File: src/hdl/owp_pkg.sv
`default_nettype none
// ----------------------------------------------------------------------------
// owp_pkg
// Shared types, constants and tables for the ordered weighted pooling core.
// ----------------------------------------------------------------------------
package owp_pkg;

  // Number of input maps; the port list carries exactly this many samples.
  localparam int NUM_INPUTS    = 4;
  localparam int SRC_W         = 2;
  localparam int SAMPLE_W      = 16;
  localparam int WEIGHT_W      = 16;
  localparam int PROD_W        = SAMPLE_W + WEIGHT_W;
  localparam int SUM_W         = 34;
  localparam int POS_IN_W      = 8;
  localparam int POS_AW        = 12;
  localparam int POSITIONS_DEF = 256;
  localparam int POS_IN_DEPTH  = 1 << POS_IN_W;

  localparam logic REQ_LOAD    = 1'b0;
  localparam logic REQ_COMPUTE = 1'b1;

  typedef logic signed [SAMPLE_W-1:0] sample_t;
  typedef logic signed [WEIGHT_W-1:0] weight_t;
  typedef logic signed [PROD_W-1:0]   prod_t;
  typedef logic signed [SUM_W-1:0]    sum_t;
  typedef logic [SRC_W-1:0]           src_t;

  // 0.2 * (rank + 1) rounded to the nearest Q4.12 step
  localparam weight_t W_RESET [NUM_INPUTS] = '{
    16'sd819, 16'sd1638, 16'sd2458, 16'sd3277
  };

  // Control handed from the top level to every lane
  typedef struct packed {
    logic              adv;      // pipeline advances this cycle
    logic              load;     // load item transferred this cycle
    src_t              rank;     // rank slot of the load
    logic              clr;      // clearing pass writes the reset weight
    logic [POS_AW-1:0] addr;     // table row
    logic              clamp;    // negative weights count as zero
  } lane_ctl_t;

  // Position-to-row map: position modulo the table depth, built by counting.
  typedef logic [POS_AW-1:0] pos_tbl_t [POS_IN_DEPTH];

  function automatic pos_tbl_t pos_mod_tbl(input int unsigned n);
    pos_tbl_t    t;
    int unsigned m;
    m = 0;
    for (int i = 0; i < POS_IN_DEPTH; i++) begin
      t[i] = POS_AW'(m);
      if (m + 1 >= n) begin
        m = 0;
      end else begin
        m = m + 1;
      end
    end
    return t;
  endfunction

endpackage
`default_nettype wire

File: src/hdl/owp_rank.sv
`default_nettype none
// ----------------------------------------------------------------------------
// owp_rank
// Ranks the input samples in descending order (ties: higher index first) and
// registers the ranked values and their source indexes.
// ----------------------------------------------------------------------------
module owp_rank (
  input  wire logic             clk,
  input  wire logic             adv,
  input  wire owp_pkg::sample_t x_in   [owp_pkg::NUM_INPUTS],
  output owp_pkg::sample_t      val_r  [owp_pkg::NUM_INPUTS],
  output owp_pkg::src_t         src_r  [owp_pkg::NUM_INPUTS]
);

  owp_pkg::src_t    rank_c [owp_pkg::NUM_INPUTS];
  owp_pkg::src_t    src_nxt [owp_pkg::NUM_INPUTS];
  owp_pkg::sample_t val_nxt [owp_pkg::NUM_INPUTS];

  // rank of each sample = number of samples placed ahead of it
  always_comb begin
    for (int i = 0; i < owp_pkg::NUM_INPUTS; i++) begin
      rank_c[i] = '0;
      for (int j = 0; j < owp_pkg::NUM_INPUTS; j++) begin
        if (j != i && (x_in[j] > x_in[i] || (x_in[j] == x_in[i] && j > i))) begin
          rank_c[i] = rank_c[i] + owp_pkg::SRC_W'(1);
        end
      end
    end
  end

  // ranks form a permutation, so each slot is hit exactly once
  always_comb begin
    for (int r = 0; r < owp_pkg::NUM_INPUTS; r++) begin
      src_nxt[r] = '0;
      val_nxt[r] = '0;
      for (int i = 0; i < owp_pkg::NUM_INPUTS; i++) begin
        if (rank_c[i] == owp_pkg::SRC_W'(r)) begin
          src_nxt[r] = owp_pkg::SRC_W'(i);
          val_nxt[r] = x_in[i];
        end
      end
    end
  end

  always_ff @(posedge clk) begin
    if (adv) begin
      val_r <= val_nxt;
      src_r <= src_nxt;
    end
  end

endmodule
`default_nettype wire

File: config.mk
export PLATFORM = sky130hd
export DESIGN_NAME = owp_rank
export DESIGN_NICKNAME = d
export VERILOG_FILES = /design/src/hdl/owp_pkg.sv /design/src/hdl/owp_rank.sv
export SDC_FILE = /design/constraint.sdc
export NUM_CORES = 1
export LEC_CHECK = 0
export ABC_AREA = 1
export BUFFER_PORTS_ARGS = -buffer_cell sky130_fd_sc_hd__buf_2
export CELL_PAD_IN_SITES_DETAIL_PLACEMENT = 2
export CELL_PAD_IN_SITES_GLOBAL_PLACEMENT = 2
export CORE_UTILIZATION = 29
export CTS_CLUSTER_DIAMETER = 30
export CTS_CLUSTER_SIZE = 10
export DETAILED_ROUTE_END_ITERATION = 16
export GPL_ROUTABILITY_DRIVEN = 0
export PLACE_DENSITY = 0.82
export SYNTH_ARGS = -nofsm -noshare
export SYNTH_HDL_FRONTEND = slang
export SYNTH_SLANG_ARGS = --single-unit
File: constraint.sdc
create_clock -name clk -period 2.9 [get_ports clk]
set_input_delay 0.435 -clock clk [delete_from_list [all_inputs] [get_ports clk]]
set_output_delay 0.435 -clock clk [all_outputs]
set_load 0.1 [all_outputs]
# Word-level counts from Yosys, hierarchy flattened
# Index checks and enable logic that the tools add are counted.
# classes
n_addsub	8
order_cmp	12
n_eq_ne	18
n_mux	36
reduce_logical	14
# op_table
operator	count
2-to-1 mux 16 bit	16
greater-than comparator 16 bit	12
equality test 16 bit	6
equality test 2 bit (second input constant)	8
2-to-1 mux 2 bit	8
2-to-1 mux 1 bit	12
adder 1 x 1 -> 2 bit (second input constant)	4
adder 2 x 1 -> 2 bit (second input constant)	4
equality test 2 x 1 -> 1 bit (second input constant)	4
logical NOT 2 bit	4
OR reduction 2 bit	4
logical OR 1 bit	6
# word_totals
ff_bits	72
inputBits	66
output_inout_bits	72

# Longest topological paths before layout
# logic_depth
ltp_word	12
mapped_depth	23

# Worst setup path after synthesis
# OpenSTA, ideal clock, no wires.
# synth_timing
kind	in2reg
start	input port x_in[43] (netlist bit)
end	register val_r[22] (netlist bit) (data pin)
arrival_ps	2868
required_time_ps	2645
path_slack_ps	-224
stages	19
path_buffers	1
cell_sequence	inv_1 > ha_1 > nand2_1 > inv_1 > nand3_1 > a31oi_1 > a2111oi_0 > nand3_1 > nand3_1 > inv_1 > ha_1 > inv_1 > nand4_1 > nand2_2 > nand2_1 > buf_2 > nand2_1 > nand2_1 > a21oi_2
# synth_rtl
element	line_no	rtl
start, declared	owp_rank.sv:10	input wire owp_pkg::sample_t x_in [owp_pkg::NUM_INPUTS],
end signal, assigned	owp_rank.sv:47	val_r <= val_nxt;
end, declared	owp_rank.sv:11	output owp_pkg::sample_t val_r [owp_pkg::NUM_INPUTS],

==> impl_metrics.yaml <==
outcome:
  status: "finished, violations left"
  violations: "negative setup slack"
timing:
  worstMarginPinSlew_ns: 0.8538
  slew-limit-headroom_pct: 43.08
  whs_ns: 0.4750
  min_period_ns: 3.808
  drv_slew: 0
  fmax_ghz: 0.2626
  setup_violations: 72
  rsz0062_at_grt: "yes"
  layout_setup_ws_ns: -0.9084
  period_share_pct: 131.3
  hold_viol_final: 0
synth:
  synth.distinct_cells: 35
  synth_xor_area_share_pct: 0
  ys.flop_type: "edfxtp_1"
  synth_compound_gate_area_share_pct: 9.506
  synth-edff-count: 72
  synth_commonest_cells: "nand2_1, inv_1, nand3_1"
  synth_top_area_cell: "edfxtp_1"
  synthMostInstantiatedCell: "nand2_1"
  yosysSeqAreaShare_pct: 24.48
  synth.top_cell.area_share_pct: 24.48
  syn-cell-area_um2: 8832
  synth-simple-area-share_pct: 35.90
  syn-num-nets: 1463
  synth_top_family_by_area: "simple AND/OR/NAND/NOR gates"
  yosysWarnings: 0
  syn_avg_cell_area_um2: 6.847
  synthAdderAreaFrac_pct: 15.16
  async_flop_share_pct: 0
  synthMuxAreaShare_pct: 0
  syn_inst: 1290
  synth-seq-cells: 72
  synthTopCellsByArea: "edfxtp_1, ha_1, nand2_1"
finish:
  fin_nets: 1853
  final_cell_area_um2: 14530
  finalNonFillerCells: 2076
  fillCellCount: 3297
  multiInputGateArea_um2: 6815
  area_delta_synth_final_pct: 64.56
  layout-drive-gt1-share_pct: 49.79
  ff_latch_area_um2: 2162
  final_util_pct: 48.78
cts:
  cts-root-buf: "clkbuf_16"
  cts_max_path_buffers: 2
  cts_inserted_buffers: 9
  path_clk_slew_ns: 0.08
  htree_levels: 3
  cts_sinks: 72
  cts_tree: "built"
route:
  firstDrtPassIters: 5
  wl_per_cell_um: 36.81
  drt-total-wl_um: 76410
  drc: 0
  vias_per_cell: 6.234
  antenna_left: 0
  vias: 12940
  drtIter0Drc: 1409
floorplan:
  core-area_um2: 29800
  dieArea_um2: 31160
  die_w_um: 176.5
  die_y_um: 176.5
  start_util_pct: 29.64
  rows: 63
  ioPinCount: 138
hold_path:
  hold_class: "input pin to flip-flop"
critical_path:
  slowest_delay_ns: 0.34
  cp_max_fo: 18
  cp.required_ns: 3.11
  cp.arrival_ns: 4.02
  cp_top_family: "simple AND/OR/NAND/NOR gates"
  path_cells: "buf_2, buf_4, ha_1, nand2_1, inv_1, o21ai_0, o211ai_1, nand2_1, nand3_1, nand3_2, inv_4, buf_4, ha_4, nand4_1, nand2_2, buf_12, nand3_1, nand2_1, nand2_1, a21oi_2"
  critical_path_cell_count: 20
  cp-end-kind: "flip-flop"
  crit_path_start: "x_in[53]"
  cp-start-kind: "input pin"
  cp-endpoint: "val_r[11]"
  crit_buf_inv: 6
  cpMaxStageDelayCell: "ha_1"
  criticalPathCategory: "input pin to flip-flop"
  critPathMostFrequentCell: "nand2_1"
grt:
  grt_use_total_pct: 40.72
  overflow: 0
  grt_pass1_wl_um: 91450
  grt_start_max_net_pins: 34
  antenna_found_initial: 1
  grt_pass1_vias: 13280
power_and_ir_drop:
  p_clk_share_pct: 9.3
  p_comb_share_pct: 77.5
  ir_drop_uv: 395.7
  cellPowerDensity_nw_per_um2: 983.6
  finalPower_mw: 14.30
  switchingPower_mw: 8.598
  power.leakage_nw: 7.320
  intPower_mw: 5.698
  switching_share_pct: 60.14
  pwr-share-seq_pct: 13.2
place:
  portBuffers: 137
  place_inst: 1982
  post_dp_cell_area_um2: 11430
  hpwl_um: 38650
flow_run:
  drv_cap: 0
placed cells by master, fill, tap and decap left out, types with 6 or more instances in the layout:
master / count
inv_4: 10
a21oi_2: 56
nand4_1: 25
nor2_4: 6
nand3_2: 55
o21ai_1: 11
nand2_2: 122
nor2_1: 72
nor2_2: 11
buf_4: 206
buf_16: 7
ha_1: 87
buf_8: 10
a21oi_1: 31
inv_2: 32
inv_1: 179
buf_2: 126
clkbuf_16: 16
nand2_4: 32
nand2_8: 12
a21oi_4: 6
nand3_4: 10
buf_12: 31
nand3_1: 135
edfxtp_1: 72
nand2_1: 211
ha_4: 17
buf_6: 44
power by group through the flow:
stage | clock network [mW] | registers (mW) | logic [mW]
3_5_place_dp | 0 | 1.81 | 7.56
2_1_floorplan | 0 | 4.32 | 2.80
3_3_place_gp | 0 | 1.78 | 7.14
4_1_cts | 1.25 | 1.80 | 8.90
6_report | 1.33 | 1.88 | 11.1
5_1_grt | 1.34 | 1.90 | 11.2
layout make-up:
cell class	count	area share [%]
antenna	1	0.01722
clock buffer	10	1.575
clock inverter	6	0.5768
inverter	225	6.104
multi-input combinational	937	46.89
sequential	72	14.88
tap	390	3.357
timing repair buffer	435	26.60
logic make-up after synthesis:
family / Yosys count
and+or+nand+nor: 698
buffers and inverters: 283
AOI/OAI and AO/OA: 130
adders and majority gates: 107
DFF: 72
what timing repair did:
item                       4_1_cts  5_1_grt
hold buffers                     0        0
setup endpoints to repair       72       72
pin swaps                       87       96
buffers inserted                35       27
cloned                          12        7
gates resized for setup        290      210
per-stage QoR:
step	setup WS, ns	TNS, ns
floorplan	0.001720	0
global placement	-0.7099	-44.42
detailed placement	-0.9930	-62.35
CTS	-0.2840	-14.88
global route	-0.8675	-49.87
finish	-0.9084	-52.16
sequential cells by signal, indices dropped and copies added, names as in the netlist:
name	flops
val_r	64
src_r	8
how the worst min path moves through the flow:
stage,to,start,cells past startpoint,slack (ns)
final,val_r[45],x_in[13],3,0.48
after CTS,val_r[45],x_in[13],3,0.48
after detailed placement,val_r[36],x_in[4],4,0.90
after global placement,val_r[45],x_in[13],3,0.88
after global routing,val_r[45],x_in[13],3,0.47
after floorplan,src_r[0],adv,0,0.55
layer usage:
metal | share of wire, % | routed length (µm) | global-route usage (%) | vias to the layer above
li1 | - | - | - | 4989
met1 | 37 | 28370 | 49.44 | 6480
met2 | 45 | 34160 | 67.21 | 1054
met3 | 9.6 | 7349 | 7.580 | 418
met4 | 8.6 | 6535 | 23.31 | 0
met5 | 0 | 0 | 0 | -
No activity file was read; power rests on OpenSTA's default activity.
