### config.mk
export PLATFORM = sky130hd
export DESIGN_NAME = owp_lane
export DESIGN_NICKNAME = d
export VERILOG_FILES = /design/src/hdl/owp_pkg.sv /design/src/hdl/owp_lane.sv
export SDC_FILE = /design/constraint.sdc
export NUM_CORES = 2
export LEC_CHECK = 0
export BUFFER_PORTS_ARGS = -buffer_cell sky130_fd_sc_hd__buf_2
export CAP_MARGIN = 20
export CORE_MARGIN = 8
export CORE_UTILIZATION = 39
export DETAILED_ROUTE_END_ITERATION = 10
export GPL_TIMING_DRIVEN = 0
export PLACE_DENSITY_LB_ADDON = 0.12
export SYNTH_ARGS = -nofsm -noshare
export SYNTH_HDL_FRONTEND = slang
export SYNTH_SLANG_ARGS = --single-unit
### constraint.sdc
create_clock -name clk -period 22.9 [get_ports clk]
set_input_delay 4.58 -clock clk [delete_from_list [all_inputs] [get_ports clk]]
set_output_delay 4.58 -clock clk [all_outputs]
set_load 0.1 [all_outputs]
### src/hdl/owp_pkg.sv
`default_nettype none
// ----------------------------------------------------------------------------
// owp_pkg
// Shared types, constants and tables for the ordered weighted pooling core.
// ----------------------------------------------------------------------------
package owp_pkg;

  // Number of input maps; the port list carries exactly this many samples.
  localparam int NUM_INPUTS    = 4;
  localparam int SRC_W         = 2;
  localparam int SAMPLE_W      = 16;
  localparam int WEIGHT_W      = 16;
  localparam int PROD_W        = SAMPLE_W + WEIGHT_W;
  localparam int SUM_W         = 34;
  localparam int POS_IN_W      = 8;
  localparam int POS_AW        = 12;
  localparam int POSITIONS_DEF = 256;
  localparam int POS_IN_DEPTH  = 1 << POS_IN_W;

  localparam logic REQ_LOAD    = 1'b0;
  localparam logic REQ_COMPUTE = 1'b1;

  typedef logic signed [SAMPLE_W-1:0] sample_t;
  typedef logic signed [WEIGHT_W-1:0] weight_t;
  typedef logic signed [PROD_W-1:0]   prod_t;
  typedef logic signed [SUM_W-1:0]    sum_t;
  typedef logic [SRC_W-1:0]           src_t;

  // 0.2 * (rank + 1) rounded to the nearest Q4.12 step
  localparam weight_t W_RESET [NUM_INPUTS] = '{
    16'sd819, 16'sd1638, 16'sd2458, 16'sd3277
  };

  // Control handed from the top level to every lane
  typedef struct packed {
    logic              adv;      // pipeline advances this cycle
    logic              load;     // load item transferred this cycle
    src_t              rank;     // rank slot of the load
    logic              clr;      // clearing pass writes the reset weight
    logic [POS_AW-1:0] addr;     // table row
    logic              clamp;    // negative weights count as zero
  } lane_ctl_t;

  // Position-to-row map: position modulo the table depth, built by counting.
  typedef logic [POS_AW-1:0] pos_tbl_t [POS_IN_DEPTH];

  function automatic pos_tbl_t pos_mod_tbl(input int unsigned n);
    pos_tbl_t    t;
    int unsigned m;
    m = 0;
    for (int i = 0; i < POS_IN_DEPTH; i++) begin
      t[i] = POS_AW'(m);
      if (m + 1 >= n) begin
        m = 0;
      end else begin
        m = m + 1;
      end
    end
    return t;
  endfunction

endpackage
`default_nettype wire

### src/hdl/owp_lane.sv
`default_nettype none
// ----------------------------------------------------------------------------
// owp_lane
// One rank lane: weight memory for its rank, clamp and multiplier.
// ----------------------------------------------------------------------------
module owp_lane #(
  parameter int LANE      = 0,
  parameter int POSITIONS = owp_pkg::POSITIONS_DEF,
  parameter int PW        = 8
) (
  input  wire logic              clk,
  input  wire owp_pkg::lane_ctl_t ctl,
  input  wire owp_pkg::weight_t  wdata,
  input  wire owp_pkg::sample_t  val,
  output owp_pkg::prod_t         prod_r
);

  owp_pkg::weight_t mem [POSITIONS];
  owp_pkg::weight_t rd_r;
  owp_pkg::weight_t w_eff;
  logic             we;
  owp_pkg::weight_t wr_val;

  assign we     = ctl.clr || (ctl.load && ctl.rank == owp_pkg::SRC_W'(LANE));
  assign wr_val = ctl.clr ? owp_pkg::W_RESET[LANE] : wdata;

  always_ff @(posedge clk) begin
    if (we) begin
      mem[ctl.addr[PW-1:0]] <= wr_val;
    end
    if (ctl.adv) begin
      rd_r <= mem[ctl.addr[PW-1:0]];
    end
  end

  assign w_eff = (ctl.clamp && rd_r[owp_pkg::WEIGHT_W-1]) ? '0 : rd_r;

  always_ff @(posedge clk) begin
    if (ctl.adv) begin
      prod_r <= owp_pkg::PROD_W'(w_eff * val);
    end
  end

endmodule
`default_nettype wire

== Word level (Yosys, flattened, before mapping) ==
Memory sizes are Yosys's and may differ from the RTL's. A register that Yosys moved wholly into a read port is not among the register bits.
Index checks and enable logic that the tools add are counted.

* Muxes and demuxes: 4
* $mul: 1
* Reductions and logical operators: 4

{| class="wikitable"
|+ Operators with widths
! operator !! number
|-
| multiplier 16 x 16 -> 32 bit || 1
|-
| two-way mux 16 bit || 2
|-
| logical AND 1 bit || 2
|-
| logical NOT 2 bit || 1
|-
| two-way mux 1 bit || 2
|-
| logical OR 1 bit || 1
|}

* Bits in registers: 32
* Output and inout port bits: 32
* Logic and storage cells: 11
* Input bits: 51
* Memory bits (writable): 4,096
* Memories kept: 1

{| class="wikitable"
|+ Memory list
! memory !! depth !! bits a word !! rd ports !! clocked after memory_dff !! write ports !! line !! text
|-
| mem || 256 || 16 || 1 || 1 || 1 || owp_lane.sv:18 || <nowiki>owp_pkg::weight_t mem [POSITIONS];</nowiki>
|}

== Depth between registers and ports, before layout ==
* Word-level depth: 5
* Mapped depth: 25
* Gate-level depth less buffers: 22

== Worst setup path after synthesis ==
OpenSTA, ideal clock, no wires.

* Path kind: input to register
* Start: input ctl[13] (netlist name)
* End: memory mem[0][11] (netlist name) (data pin)
* Setup time: 1.450 ns
* Stages: 2
* Required time: 21.450 ns
* Path slack: 10.466 ns
* Buffers on the path: 1
* Arrival time: 10.984 ns
* Path through: clkbuf_1 -> nor2b_1

* Longest elaborated chain between the ends: 1

{| class="wikitable"
|+ RTL lines
! what !! line !! text
|-
| from (decl) || owp_lane.sv:12 || <nowiki>input wire owp_pkg::lane_ctl_t ctl,</nowiki>
|-
| two-way mux 16 bit || owp_lane.sv:25 || <nowiki>assign wr_val = ctl.clr ? owp_pkg::W_RESET[LANE] : wdata;</nowiki>
|-
| net wr_val[11] || owp_lane.sv:22 || <nowiki>owp_pkg::weight_t wr_val;</nowiki>
|-
| to (decl) || owp_lane.sv:18 ||
|}

The timed path passes the listed nets, and every way through them passes these cells.

== Final worst setup path ==
* Start: input ctl[0] (netlist name)
* End: register prod_r[31] (data pin)

* Longest elaborated chain between the ends: 3

{| class="wikitable"
|+ RTL lines
! what !! line !! text
|-
| logical AND 1 bit || owp_lane.sv:36 || <nowiki>assign w_eff = (ctl.clamp && rd_r[owp_pkg::WEIGHT_W-1]) ? '0 : rd_r;</nowiki>
|-
| two-way mux 16 bit || owp_lane.sv:36 ||
|-
| multiplier 16 x 16 -> 32 bit || owp_lane.sv:40 || <nowiki>prod_r <= owp_pkg::PROD_W'(w_eff * val);</nowiki>
|-
| to (signal assigned) || owp_lane.sv:40 ||
|-
| to (decl) || owp_lane.sv:15 || <nowiki>output owp_pkg::prod_t prod_r</nowiki>
|}

No other way between the ends.
A chain may end at the register's enable or synchronous reset.

==> results.md <==
- DIE HEIGHT: 672.6 µm
- VDD IR max: 159.7 µV
- Wire length on met1: 268500 µm
- Antenna viol nets, final: 0
- Total congestion overflow: 0
- Cells after DPL: 13655
- TritonCTS clock tree: built
- CTS Hold Bufs: 0
- Final WL: 731400 µm
- Yosys warns: 0
- Seq/Total Area, Yosys: 74.02%
- Multi-input gate area: 0.04241 mm²
- Critical Path AT: 12.26 ns
- Final setup violation count: 0
- Drt first pass iters: 6
- Synth Instances: 7507
- CTS Buf Count: 440
- Postcts setup bufs: 0
- Critical Path Start: ctl[0]
- Final worst-path setup slack: 11.39 ns
- Sink Count: 4144
- Final period utilization: 50.24%
- Initial antenna violation count: 95
- Drt wl/cell: 50.37 µm
- Die width: 672.6 µm
- Predominant post-synthesis flop cell: edfxtp_1
- Number of synthesized register bits: 4144
- Setup CP Type: in2reg
- EDFF count, synth: 4144
- Clk_skew: 0.09611 ns
- Die area: 0.4524 mm²
- Highest clock rate: 86.91 MHz
- Kind of start point of the critical path: input port
- Post-route DRC: 0
- Max Cap Violations: 0
- Vias per std cell: 6.414
- CP Max Fanout: 10
- Highest Signal Layer: met5
- Core Rows: 241
- Routed via count: 93140
- Layout cells sized above 1: 33.38%
- H-Tree Depth: 5
- Worst Path Required: 23.66 ns
- Status: finished, final reports clean
- Gr usage total: 31.80%
- Synth Area per Inst: 22.40 µm²
- IO Port Bufs: 74
- RSZ-0062 raised after global routing: no
- Worst R2R Path Depth: 21
- Met2 WL post-DR: 327400 µm
- DP Worst Slack: 10.36 ns
- First-pass GRT wire length: 927200 µm
- Launching point of the worst reg2reg path: rd_r[15]$_DFFE_PP_
- Area grow syn2layout: 18.66%
- Async S/R FF share, synth: 0%
- Final Power: 0.01977 W
- Core ar.: 0.4300 mm²
- I/O Pins: 83
- Placer Congestion: 1.012
- Crit path to: prod_r[31]$_DFFE_PP_
- Met3 WL: 83500 µm
- TNS Setup: 0 ns
- Layout Utilization: 46.40%
- Nets: 8797
- FF-to-FF End: prod_r[31]$_DFFE_PP_
- Critical Path Sink Type: register
- Starting density of the core: 39.10%
- Yosys cell types: 61
- Min-Delay Path Class: reg2reg
- Syn Nets: 7902
- HPWL Detailed: 521300 µm
- Final Max Slew Viols: 0
- Final Hold Vio Count: 0
- CTS resizes: 0
- Vias in the first global route: 87442
- Bufs on Longest Clock Path: 4
- R2R setup slack: 14.61 ns
- Skew-Pair Late Insertion Delay: 1.06 ns
- Synthesized cell area: 0.1681 mm²
- Largest net degree at the start of global routing: 93
- Worst-Margin Slew: 1.292 ns
- PwrDens: 99.11 mW/mm²
- Register Area: 0.1244 mm²
- Filler instances: 35714
- 1st-iter DRT viols: 16256
- Minimum clock period: 11.51 ns
- Non-filler instance count after layout: 14522
- Worst-path clk slew: 0.06 ns
- Clk root buf: clkbuf_16
- Worst rel slew slack: 13.87%
- P_leak: 62.76 nW
==> how the worst min path moves through the flow <==
stage	cells after the start	end	from
floorplan	1	prod_r[0]$_DFFE_PP_	rd_r[0]$_DFFE_PP_
global placement	1	prod_r[0]$_DFFE_PP_	rd_r[0]$_DFFE_PP_
detailed placement	1	prod_r[0]$_DFFE_PP_	rd_r[0]$_DFFE_PP_
CTS	1	prod_r[0]$_DFFE_PP_	rd_r[0]$_DFFE_PP_
global route	1	prod_r[0]$_DFFE_PP_	rd_r[0]$_DFFE_PP_
finish	1	prod_r[0]$_DFFE_PP_	rd_r[0]$_DFFE_PP_
==> registers in the layout, indices dropped and copies added, names as in the netlist <==
signal  cells
mem      4096
prod_r     32
rd_r       16
==> placed cells by master, fill, tap and decap left out, drive strengths merged, types with 53 or more instances in the layout <==
cell and instances:
edfxtp 4144, mux4 1284, clkbuf 757, buf 632, nor2 301, inv 289, fa 262, clkinv 217
nand2 180, and3 128, ha 82, nand3 69, diode 53
==> kinds of logic (layout without fill, tap and decap cells) <==
| family | Yosys count | in the layout | synth area share [%] |
|---|---|---|---|
| flip-flops | 4144 | 4144 | 74.02 |
| multiplexers | 1305 | 1305 | 17.33 |
| AND/OR/NAND/NOR | 796 | 796 | 2.189 |
| buffers and inverters | 693 | 1945 | 1.762 |
| adder cells (fa/ha/maj) | 344 | 344 | 3.730 |
| AO/OA/AOI/OAI | 197 | 197 | 0.8305 |
| XOR/XNOR | 28 | 28 | 0.1459 |
| other | 0 | 53 | 0 |
==> stage by stage <==
step / hold WS [ns] / area (µm²)
finish: 0.7826 / 199500
global route: 0.8240 / 199400
CTS: 0.7866 / 199100
detailed placement: 0.8037 / 185200
global placement: 0.8007 / 175600
floorplan: 0.6268 / 168100
==> area by class of cell <==
type,count,area share [%]
flip-flops and latches,4144,62.38
multi-input cells,2670,21.26
clock buffers,523,5.707
repair buffers,453,4.169
well taps,5710,3.581
clock inverters,276,1.268
plain buffers,413,1.050
inverters,280,0.5268
diodes,53,0.06648
==> synth_stat cells (all sizes together) (6+ instances only) <==
| cell | instances | share of area [%] |
|---|---|---|
| o21ai | 23 | 0.068 |
| nand2 | 180 | 0.40 |
| a32oi | 9 | 0.047 |
| edfxtp | 4144 | 74 |
| and3 | 128 | 0.48 |
| buf | 179 | 0.61 |
| xor2 | 7 | 0.036 |
| or2 | 11 | 0.041 |
| a31oi | 8 | 0.030 |
| o21a | 6 | 0.027 |
| ha | 82 | 0.61 |
| nand3 | 69 | 0.21 |
| clkbuf | 234 | 0.52 |
| nor2 | 301 | 0.67 |
| mux4 | 1284 | 17 |
| and2 | 25 | 0.093 |
| o22ai | 7 | 0.026 |
| a22o | 7 | 0.036 |
| a21o | 11 | 0.049 |
| a221oi | 7 | 0.036 |
| fa | 262 | 3.1 |
| nor2b | 27 | 0.10 |
| nand2b | 8 | 0.030 |
| nor3 | 16 | 0.048 |
| a22oi | 37 | 0.17 |
| nand4 | 18 | 0.067 |
| mux2i | 18 | 0.11 |
| a211oi | 7 | 0.031 |
| xnor2 | 21 | 0.11 |
| a21oi | 34 | 0.10 |
| inv | 280 | 0.63 |
==> critical path, stage by stage <==
cell and delay, ns:
buf_2 0.13, nor2b_1 0.53, clkbuf_1 0.50, nand2_1 0.19
inv_1 0.17, fa_1 0.55, fa_1 0.99, fa_1 0.55
fa_1 0.51, fa_1 0.49, inv_1 0.05, fa_1 0.48
inv_1 0.05, ha_1 0.26, clkbuf_1 0.19, and3_1 0.26
a221oi_1 0.27, o21ai_0 0.17, a22o_1 0.26, o41ai_1 0.50
mux2i_1 0.14, a2111oi_0 0.43
==> power by group <==
part / leakage [nW] / total [W] / internal (W) / switching (W)
Sequential: 36.4 / 0.00854 / 0.00852 / 0.0000187
Clock: 6.78 / 0.00705 / 0.00395 / 0.00310
Combinational: 19.6 / 0.00419 / 0.00150 / 0.00269
==> metal layers <==
layer,up-vias,track usage [%]
met5,-,0.3156
met4,24,18.63
met3,1382,9.571
met2,6568,47.85
met1,52027,41.02
li1,33139,-
Note: power is estimated with default switching activity, not from simulation.
