`config.mk`:
```
export PLATFORM = sky130hd
export DESIGN_NAME = owp_merge
export DESIGN_NICKNAME = d
export VERILOG_FILES = /design/src/hdl/owp_pkg.sv /design/src/hdl/owp_merge.sv
export SDC_FILE = /design/constraint.sdc
export NUM_CORES = 1
export LEC_CHECK = 0
export BUFFER_PORTS_ARGS = -buffer_cell sky130_fd_sc_hd__buf_2
export CORE_MARGIN = 2
export CORE_UTILIZATION = 50
export CTS_BUF_LIST = sky130_fd_sc_hd__clkbuf_8 sky130_fd_sc_hd__clkbuf_16
export DETAILED_ROUTE_END_ITERATION = 10
export GPL_TIMING_DRIVEN = 0
export PLACE_DENSITY = 0.8
export SETUP_SLACK_MARGIN = 0.5
export SYNTH_ARGS = -nofsm -noshare
export SYNTH_HDL_FRONTEND = slang
export SYNTH_SLANG_ARGS = --single-unit
```
`constraint.sdc`:
```
create_clock -name clk -period 8.8 [get_ports clk]
set_clock_uncertainty 0.1 [all_clocks]
set_input_delay 0.88 -clock clk [delete_from_list [all_inputs] [get_ports clk]]
set_output_delay 0.88 -clock clk [all_outputs]
set_load 0.02 [all_outputs]
```
`src/hdl/owp_pkg.sv`:
```
`default_nettype none
// ----------------------------------------------------------------------------
// owp_pkg
// Shared types, constants and tables for the ordered weighted pooling core.
// ----------------------------------------------------------------------------
package owp_pkg;

  // Number of input maps; the port list carries exactly this many samples.
  localparam int NUM_INPUTS    = 4;
  localparam int SRC_W         = 2;
  localparam int SAMPLE_W      = 16;
  localparam int WEIGHT_W      = 16;
  localparam int PROD_W        = SAMPLE_W + WEIGHT_W;
  localparam int SUM_W         = 34;
  localparam int POS_IN_W      = 8;
  localparam int POS_AW        = 12;
  localparam int POSITIONS_DEF = 256;
  localparam int POS_IN_DEPTH  = 1 << POS_IN_W;

  localparam logic REQ_LOAD    = 1'b0;
  localparam logic REQ_COMPUTE = 1'b1;

  typedef logic signed [SAMPLE_W-1:0] sample_t;
  typedef logic signed [WEIGHT_W-1:0] weight_t;
  typedef logic signed [PROD_W-1:0]   prod_t;
  typedef logic signed [SUM_W-1:0]    sum_t;
  typedef logic [SRC_W-1:0]           src_t;

  // 0.2 * (rank + 1) rounded to the nearest Q4.12 step
  localparam weight_t W_RESET [NUM_INPUTS] = '{
    16'sd819, 16'sd1638, 16'sd2458, 16'sd3277
  };

  // Control handed from the top level to every lane
  typedef struct packed {
    logic              adv;      // pipeline advances this cycle
    logic              load;     // load item transferred this cycle
    src_t              rank;     // rank slot of the load
    logic              clr;      // clearing pass writes the reset weight
    logic [POS_AW-1:0] addr;     // table row
    logic              clamp;    // negative weights count as zero
  } lane_ctl_t;

  // Position-to-row map: position modulo the table depth, built by counting.
  typedef logic [POS_AW-1:0] pos_tbl_t [POS_IN_DEPTH];

  function automatic pos_tbl_t pos_mod_tbl(input int unsigned n);
    pos_tbl_t    t;
    int unsigned m;
    m = 0;
    for (int i = 0; i < POS_IN_DEPTH; i++) begin
      t[i] = POS_AW'(m);
      if (m + 1 >= n) begin
        m = 0;
      end else begin
        m = m + 1;
      end
    end
    return t;
  endfunction

endpackage
`default_nettype wire

```
`src/hdl/owp_merge.sv`:
```
`default_nettype none
// ----------------------------------------------------------------------------
// owp_merge
// Adds the lane products and registers the result with the source indexes.
// ----------------------------------------------------------------------------
module owp_merge (
  input  wire logic            clk,
  input  wire logic            adv,
  input  wire owp_pkg::prod_t  prod  [owp_pkg::NUM_INPUTS],
  input  wire owp_pkg::src_t   src   [owp_pkg::NUM_INPUTS],
  output owp_pkg::sum_t        sum_r,
  output owp_pkg::src_t        src_r [owp_pkg::NUM_INPUTS]
);

  owp_pkg::src_t s2_src_r [owp_pkg::NUM_INPUTS];
  owp_pkg::sum_t sum_nxt;

  // four products of at most 2^30 each: the sum always fits, no saturation
  always_comb begin
    sum_nxt = '0;
    for (int i = 0; i < owp_pkg::NUM_INPUTS; i++) begin
      sum_nxt = sum_nxt + owp_pkg::SUM_W'(prod[i]);
    end
  end

  always_ff @(posedge clk) begin
    if (adv) begin
      s2_src_r <= src;
      src_r    <= s2_src_r;
      sum_r    <= sum_nxt;
    end
  end

endmodule
`default_nettype wire

```
## Yosys cells after proc, flatten, opt, wreduce, memory -nomap -nowiden

Cells that the tools add are included.

- Flip-flop bits (word level): 50
- Bits in latches: 0
- RAM bits: 0
- Memory bits (read-only): 0
- Input bits: 138
- Logic and storage cells: 12
- Memories kept: 0

- $add $sub $neg: 3
- Multipliers: 0
- Div/mod/pow operators: 0
- $lt $le $gt $ge: 0
- Eq/ne operators: 0
- Shift operators: 0
- Multiplexer cells: 0
- Bitwise logic cells: 0
- Reduce and logical (&&, ||, !) cells: 0

Operator list:

| operator | number |
|---|---|
| 33-bit by 32-bit adder with 34-bit output | 1 |
| 34-bit by 32-bit adder with 34-bit output | 1 |
| 32-bit by 32-bit adder with 33-bit output | 1 |

## Longest topological paths before layout

Gate-level depths: netlist of the first run.

- Depth in word-level cells: 3
- Depth in mapped cells: 13

## Worst setup path after synthesis of the first run

OpenSTA, ideal clock, no wires.

- Path type: input port to flip-flop
- Start point: input prod[1] in the netlist's numbering
- End point: register sum_r[21] (data pin)
- Setup time: 260 ps
- Arrival time: 3671 ps
- Data required time: 8440 ps
- Setup slack: 4769 ps
- Cell stages on the path: 11
- Buffers on the path: 0
- Cell sequence: fa_1 -> fa_1 -> ha_1 -> fa_1 -> a21o_1 -> a221o_1 -> a21oi_2 -> nor3_1 -> or2_4 -> a21oi_2 -> xnor2_1

- Cells in the longest elaborated chain, start to end: 1

RTL lines:

| element | line | source |
|---|---|---|
| start: declaration | owp_merge.sv:9 | `input wire owp_pkg::prod_t prod [owp_pkg::NUM_INPUTS],` |
| 34-bit by 32-bit adder with 34-bit output | owp_merge.sv:22 | `sum_nxt = sum_nxt + owp_pkg::SUM_W'(prod[i]);` |
| net sum_nxt[21] | owp_merge.sv:16 | `owp_pkg::sum_t sum_nxt;` |
| end signal: assignment | owp_merge.sv:30 | `sum_r <= sum_nxt;` |
| end: declaration | owp_merge.sv:11 | `output owp_pkg::sum_t sum_r,` |

The timed path passes the listed nets, and every way through them passes these cells.
A chain may end at the register's enable or synchronous reset.

## Worst setup path after layout of the first run

- Start point: input prod[1] in the netlist's numbering
- End point: register sum_r[31] (data pin)

The elaborated chain is that of the path after synthesis.

==> results of run 1 <==
## registers in the layout, summed over array words and instances (netlist names)
signal    count
src_r         8
s2_src_r      8
sum_r        34
## cell families (layout without fill, tap and decap cells)
kind of cell,Yosys count,after routing
flops,50,50
buf+inv,179,366
simple gates,83,83
xor+xnor,30,30
compound gates,94,94
fa+ha+maj,98,98
## metrics by stage
| stage | utilization (%) | hold WS (ns) |
|---|---|---|
| 3_3_place_gp | 62.77 | 0.3014 |
| 3_5_place_dp | 62.77 | 0.3071 |
| 6_report | 63.74 | 0.3306 |
| 5_1_grt | 63.74 | 0.3365 |
| 4_1_cts | 63.74 | 0.3351 |
| 2_1_floorplan | - | 0.3003 |
## area by class of cell
cell class | instances | area [um^2] | area share (%)
clock inverters | 3 | 26.28 | 0.4179
flip-flops and latches | 50 | 1501 | 23.88
multi-input cells | 305 | 2953 | 46.97
clock buffers | 5 | 68.82 | 1.095
repair buffers | 179 | 895.9 | 14.25
inverters | 171 | 641.9 | 10.21
plain buffers | 8 | 33.78 | 0.5373
well taps | 133 | 166.4 | 2.647
## cells in the mapped netlist (all sizes together), types with 4 or more instances
master / count
nor3: 8
edfxtp: 50
nand2: 29
ha: 33
o21a: 4
and3: 5
xnor2: 20
fa: 65
o21ai: 19
nor2: 19
xor2: 10
a21oi: 40
inv: 171
nand4: 12
clkbuf: 5
a21o: 10
## power by group through the flow
stage                     clock network [W]  registers, W  logic, W
after floorplan                           0      0.000524  0.000548
after global placement                    0      0.000417  0.000878
after detailed placement                  0      0.000420  0.000911
after CTS                          0.000147      0.000414  0.000916
after global routing               0.000155      0.000422   0.00103
final                              0.000144      0.000414  0.000917
## layout by cell type, fill, tap and decap left out, types with 12 or more instances in the layout
cell type and instances:
a21oi_1 37, nand2_1 29, inv_1 171, xnor2_1 20, nor2_1 19, ha_1 33
nand4_1 12, buf_2 182, edfxtp_1 50, fa_1 65
## worst max-delay path, delay by kind of cell
kind / cells / cell delay, ns
simple gates: 2 / 0.31
fa+ha+maj: 4 / 1.65
buf+inv: 1 / 0.12
xor+xnor: 1 / 0.18
compound gates: 4 / 1.01
## final timing paths
path	cells past startpoint	to	startpoint
max	12	sum_r[31]	prod[1]
min	0	src_r[7]	s2_src_r[7]
max reg2reg	0	src_r[6]	s2_src_r[6]
min reg2reg	0	src_r[7]	s2_src_r[7]
## routing by layer
layer / share of wire (%) / global-route usage [%]
met4: 1.9 / 6.476
met1: 41 / 26.80
met2: 51 / 38.25
met5: 0 / 0
met3: 6.6 / 3.216
==> results.md, run 1 <==
* Post-CTS Resized at 0
* Synth top area cells: edfxtp_1 (29%), fa_1 (25%), inv_1 (13%)
* Syn nets at 770
* Ys Warns at 0
* CTS tree: built
* Net Sw Frac at 45.41%
* Setup TNS at 0 ns
* Clock slew at reported path FFs at 0.10 ns
* Filler cell count at 836
* Internal Power at 0.0008049 W
* Leakage Power at 3.360 nW
* Critical path class: primary input to register
* Fmax at 238.2 MHz
* Worst Path Required at 8.75 ns
* CP peak stage delay at 0.56 ns
* Mean number of vias per cell at 4.898
* Post-CTS Hold Fix Bufs at 0
* Post-synthesis mux area share at 0%
* Clock group share of total power at 9.7%
* GRT Util Overall at 21.43%
* Gpl congestion at 0.8219
* Die Area at 0.01109 mm^2
* Drt first pass iters at 4
* Main combinational cell family by area after synthesis: adder cells
* Post-Route WL at 11220 um
* CTS buffer count at 5
* Post-synth top flop: edfxtp_1
* Seq/Total Area, Yosys at 29.27%
* Die Span Y at 105.3 um
* Vias in the first global route at 4424
* Post-Synth Simple-Gate Area at 7.659%
* Net Sw Power at 0.0006696 W
* Detailed Place HPWL at 9607 um
* Post-synthesis compound-gate area fraction at 11.37%
* Slew Viols, Final at 0
* DRC Markers at 0
* Status: complete, no violations
* Crit path DAT at 4.15 ns
* Flop pwr share at 28.1%
* Nets at 956
* Mapped Area at 0.005130 mm^2
* H-Tree Depth at 2
* Antenna diodes at 0
* Syn Inst Count at 534
* Power Total at 0.001474 W
* Initial DRC Count at 321
* Die W at 105.3 um
* Most used cell, CP: fa_1
* #FFs+latches synth at 50
* Worst-path cell chain: buf_2 -> fa_1 -> fa_1 -> ha_1 -> fa_1 -> a21o_1 -> a221o_1 -> nand4_1 -> nand4_1 -> a31oi_1 -> o21ai_1 -> xor2_1
* I/O pin cnt at 180
* Yosys top cell area share at 29.27%
* Cells after DPL at 846
* Clk root buf: clkbuf_8
* Final min period at 4.199 ns
* Combinational fraction of design power at 62.2%
* Routed WL per cell at 13.14 um
* Yosys cell types at 40
* Worst path slowest cell: fa_1
* Worst reg2reg setup slack at 8.05 ns
* Routed Antenna Nets at 0
* Clock Tree Buf Depth at 2
* Adder-Cell Fraction of Synth Area at 33.41%
* Pwr Density at 234.5 mW/mm^2
* Core area at 0.009864 mm^2
* Ys async rst share at 0%
* Final Cycle Share at 47.71%
* Syn avg cell area at 9.607 um^2
* First-pass GRT wire length at 19380 um
* Setup WS pre-CTS at 4.284 ns
* Worst Hold Class: register to register
* Latest clock arrival within the worst-skew pair at 0.30 ns
* Port-buffer cells at 179
* Post-route non-filler standard cell count at 854
* Initial Util at 52.00%
* Final hold vios at 0
* Setup violators final at 0
* Post-synth EDFFs at 50
* Worst-Margin Slew at 1.159 ns
* Final worst setup slack at 4.601 ns
* GR Overflow Total at 0
* Via count at 4183
* Slew headroom at 22.71%
* Ratio of cells with drive above 1 in the final layout at 27.18%
* Post-route cell area at 0.006287 mm^2
* Initial antenna violation count at 0
* Clk sinks at 50
* Num rows at 36
* Unrepaired setup endpoints after global routing: no
* Post-CTS Setup Bufs at 0
* Max-Cap Viols at 0
* CP Capture Type: register
* Placed Area at 0.006192 mm^2
* Post-synthesis xor/xnor area fraction at 5.122%
* Maximum vdd drop at 0.0001253 V
* Largest net degree at the start of global routing at 51
* Area growth, synth to finish at 22.56%
* Top cell type by total area after synthesis: edfxtp_1
* CP Launch Type: primary input
* Max FO, Critical Path at 5
Power figures use the tool's default switching activity.
==> inputs of run 2 (changes only) <==
clock period = 4 ns   (was 8.8 ns; I/O delays follow)
==> results.md, run 2 (synthesized netlist as in run 1, its figures left out) <==
* Die W at 105.3 um (unchanged)
* Area of the multi-input gates at 0.003060 mm^2 (was 0.002953 mm^2)
* GR Overflow Total at 0 (unchanged)
* Die Span Y at 105.3 um (unchanged)
* First-pass GRT wire length at 18870 um (was 19380 um)
* Clock Tree Buf Depth at 2 (unchanged)
* Setup TNS at 0 ns (unchanged)
* Area growth, synth to finish at 26.73% (was 22.56%)
* Number of flip-flops in the largest register at 34 (unchanged)
* Core area at 0.009864 mm^2 (unchanged)
* Net Sw Frac at 44.41% (was 45.41%)
* Via count at 4231 (was 4183)
* Crit path DAT at 3.49 ns (was 4.15 ns)
* Die Area at 0.01109 mm^2 (unchanged)
* Biggest registers after layout: sum_r (34), s2_src_r (8), src_r (8) (unchanged)
* CP Launch Type: primary input (unchanged)
* Critical path class: primary input to register (unchanged)
* Worst-path cell chain: buf_2 -> inv_1 -> fa_1 -> fa_1 -> inv_2 -> fa_2 -> a21o_1 -> a221o_1 -> nand4_1 -> nand4_1 -> a31oi_4 -> o21ai_2 -> xor2_1 (was buf_2 -> fa_1 -> fa_1 -> ha_1 -> fa_1 -> a21o_1 -> a221o_1 -> nand4_1 -> nand4_1 -> a31oi_1 -> o21ai_1 -> xor2_1)
* Worst Path Required at 3.95 ns (was 8.75 ns)
* Ratio of cells with drive above 1 in the final layout at 30.41% (was 27.18%)
* Mean number of vias per cell at 4.903 (was 4.898)
* Final core utilization at 65.91% (was 63.74%)
* Status: complete, no violations (unchanged)
* CP peak stage delay at 0.53 ns (was 0.56 ns)
* Cells after DPL at 846 (unchanged)
* Worst path top cell family by delay: adder cells (unchanged)
* Antenna diodes at 0 (unchanged)
* Maximum vdd drop at 0.0002264 V (was 0.0001253 V)
* Worst-Margin Slew at 1.138 ns (was 1.159 ns)
* Clk sinks at 50 (unchanged)
* Max FO, Critical Path at 3 (was 5)
* WP buf/inv at 3 (was 1)
* Gpl congestion at 0.8649 (was 0.8219)
* Routed WL per cell at 13.13 um (was 13.14 um)
* Initial antenna violation count at 0 (unchanged)
* Clock slew at reported path FFs at 0.09 ns (was 0.10 ns)
* Initial Util at 52.00% (unchanged)
* Largest net degree at the start of global routing at 51 (unchanged)
* DRC Markers at 0 (unchanged)
* Port-buffer cells at 179 (unchanged)
* CTS buffer count at 5 (unchanged)
* I/O pin cnt at 180 (unchanged)
* Leakage Power at 3.424 nW (was 3.360 nW)
* Net Sw Power at 0.001534 W (was 0.0006696 W)
* Final Cycle Share at 88.63%
* Slew Viols, Final at 0 (unchanged)
* Most frequent cells in the layout: buf_2 (179), inv_1 (170), fa_1 (64) (was buf_2 (182), inv_1 (171), fa_1 (65))
* Internal Power at 0.001920 W (was 0.0008049 W)
* Max-Cap Viols at 0 (unchanged)
* Worst Hold Class: primary input to register (was register to register)
* Detailed Place HPWL at 9304 um (was 9607 um)
* Clk root buf: clkbuf_8 (unchanged)
* Flop pwr share at 26.4% (was 28.1%)
* Biggest register: sum_r (unchanged)
* Unrepaired setup endpoints after global routing: yes (was no)
* Initial DRC Count at 213 (was 321)
* Post-Route WL at 11330 um (was 11220 um)
* Setup violators final at 0 (unchanged)
* Pwr Density at 531.3 mW/mm^2 (was 234.5 mW/mm^2)
* Combinational fraction of design power at 63.1% (was 62.2%)
* Commonest non-fill, non-tap cell in the layout: buf_2 (unchanged)
* Filler cell count at 806 (was 836)
* Final min period at 3.545 ns
* Nets at 965 (was 956)
* Num rows at 36 (unchanged)
* H-Tree Depth at 2 (unchanged)
* Reg area at 0.001501 mm^2 (unchanged)
* Clock group share of total power at 10.5% (was 9.7%)
* Slew headroom at 24.11% (was 22.71%)
* Post-route non-filler standard cell count at 863 (was 854)
* Vias in the first global route at 4376 (was 4424)
* Fmax at 282.1 MHz
* CTS tree: built (unchanged)
* Latest clock arrival within the worst-skew pair at 0.31 ns (was 0.30 ns)
* Routed Antenna Nets at 0 (unchanged)
* Worst path slowest cell: fa_1 (unchanged)
* GRT Util Overall at 20.85% (was 21.43%)
* CP Capture Type: register (unchanged)
* Final hold vios at 0 (unchanged)
* Drt first pass iters at 4 (unchanged)
-- run 2: cell types whose count changed in the layout (fill, tap and decap cells not counted), sizes merged --
cell	delta
clkinv	-1
inv	-2
bufinv	+1
buf	+9
clkinvlp	+2
-- run 2: power groups by stage --
stage	Clock [W]	Combinational, W	Sequential [W]
finish	0.000362	0.00218	0.000911
global route	0.000388	0.00241	0.000926
CTS	0.000369	0.00206	0.000909
detailed placement	0	0.00200	0.000921
global placement	0	0.00194	0.000912
floorplan	0	0.00121	0.00115
-- run 2: timing repair --
item | CTS | global route
setup endpoints to repair | 3 | 11
gates cloned | 0 | 0
hold buffers | 0 | 0
pin swaps | 3 | 15
buffers inserted | 3 | 6
gates resized for setup | 4 | 27
-- run 2: per-layer routing --
layer  track usage, %  vias up  part of all wire [%]
met4            7.333        0                   2.0
met2            36.54      171                    51
li1                 -     2064                     -
met5                0        -                     0
met3            4.267       21                   7.9
met1            25.48     1975                    39
-- run 2: path summary, 6_finish.rpt --
path / cells past startpoint / start / endpoint / slack [ns]
setup / recovery: 13 / prod[2] / sum_r[31] / 0.45
hold / removal: 1 / src[6] / s2_src_r[6] / 0.16
setup reg to reg: 0 / s2_src_r[1] / src_r[1] / 3.27
hold reg to reg: 0 / s2_src_r[7] / src_r[7] / 0.33
-- run 2: layout make-up --
type,count,area share [%]
Clock inverter,3,0.6928
Buffer,8,0.6736
Sequential cell,50,23.09
Timing Repair Buffer,188,14.97
Clock buffer,5,1.059
Tap cell,133,2.560
Multi-Input combinational cell,305,47.07
Inverter,171,9.873
-- run 2: per-stage QoR --
stage	hold WS [ns]	setup slack, ns	power [W]	instance area, um^2
floorplan	0.3003	0.4907	0.002359	5135
global placement	0.3042	0.09012	0.002848	6197
detailed placement	0.3045	0.004184	0.002926	6197
global route	0.1457	0.3831	0.003720	6501
finish	0.1633	0.4550	0.003454	6501
CTS	0.1509	0.4777	0.003333	6354
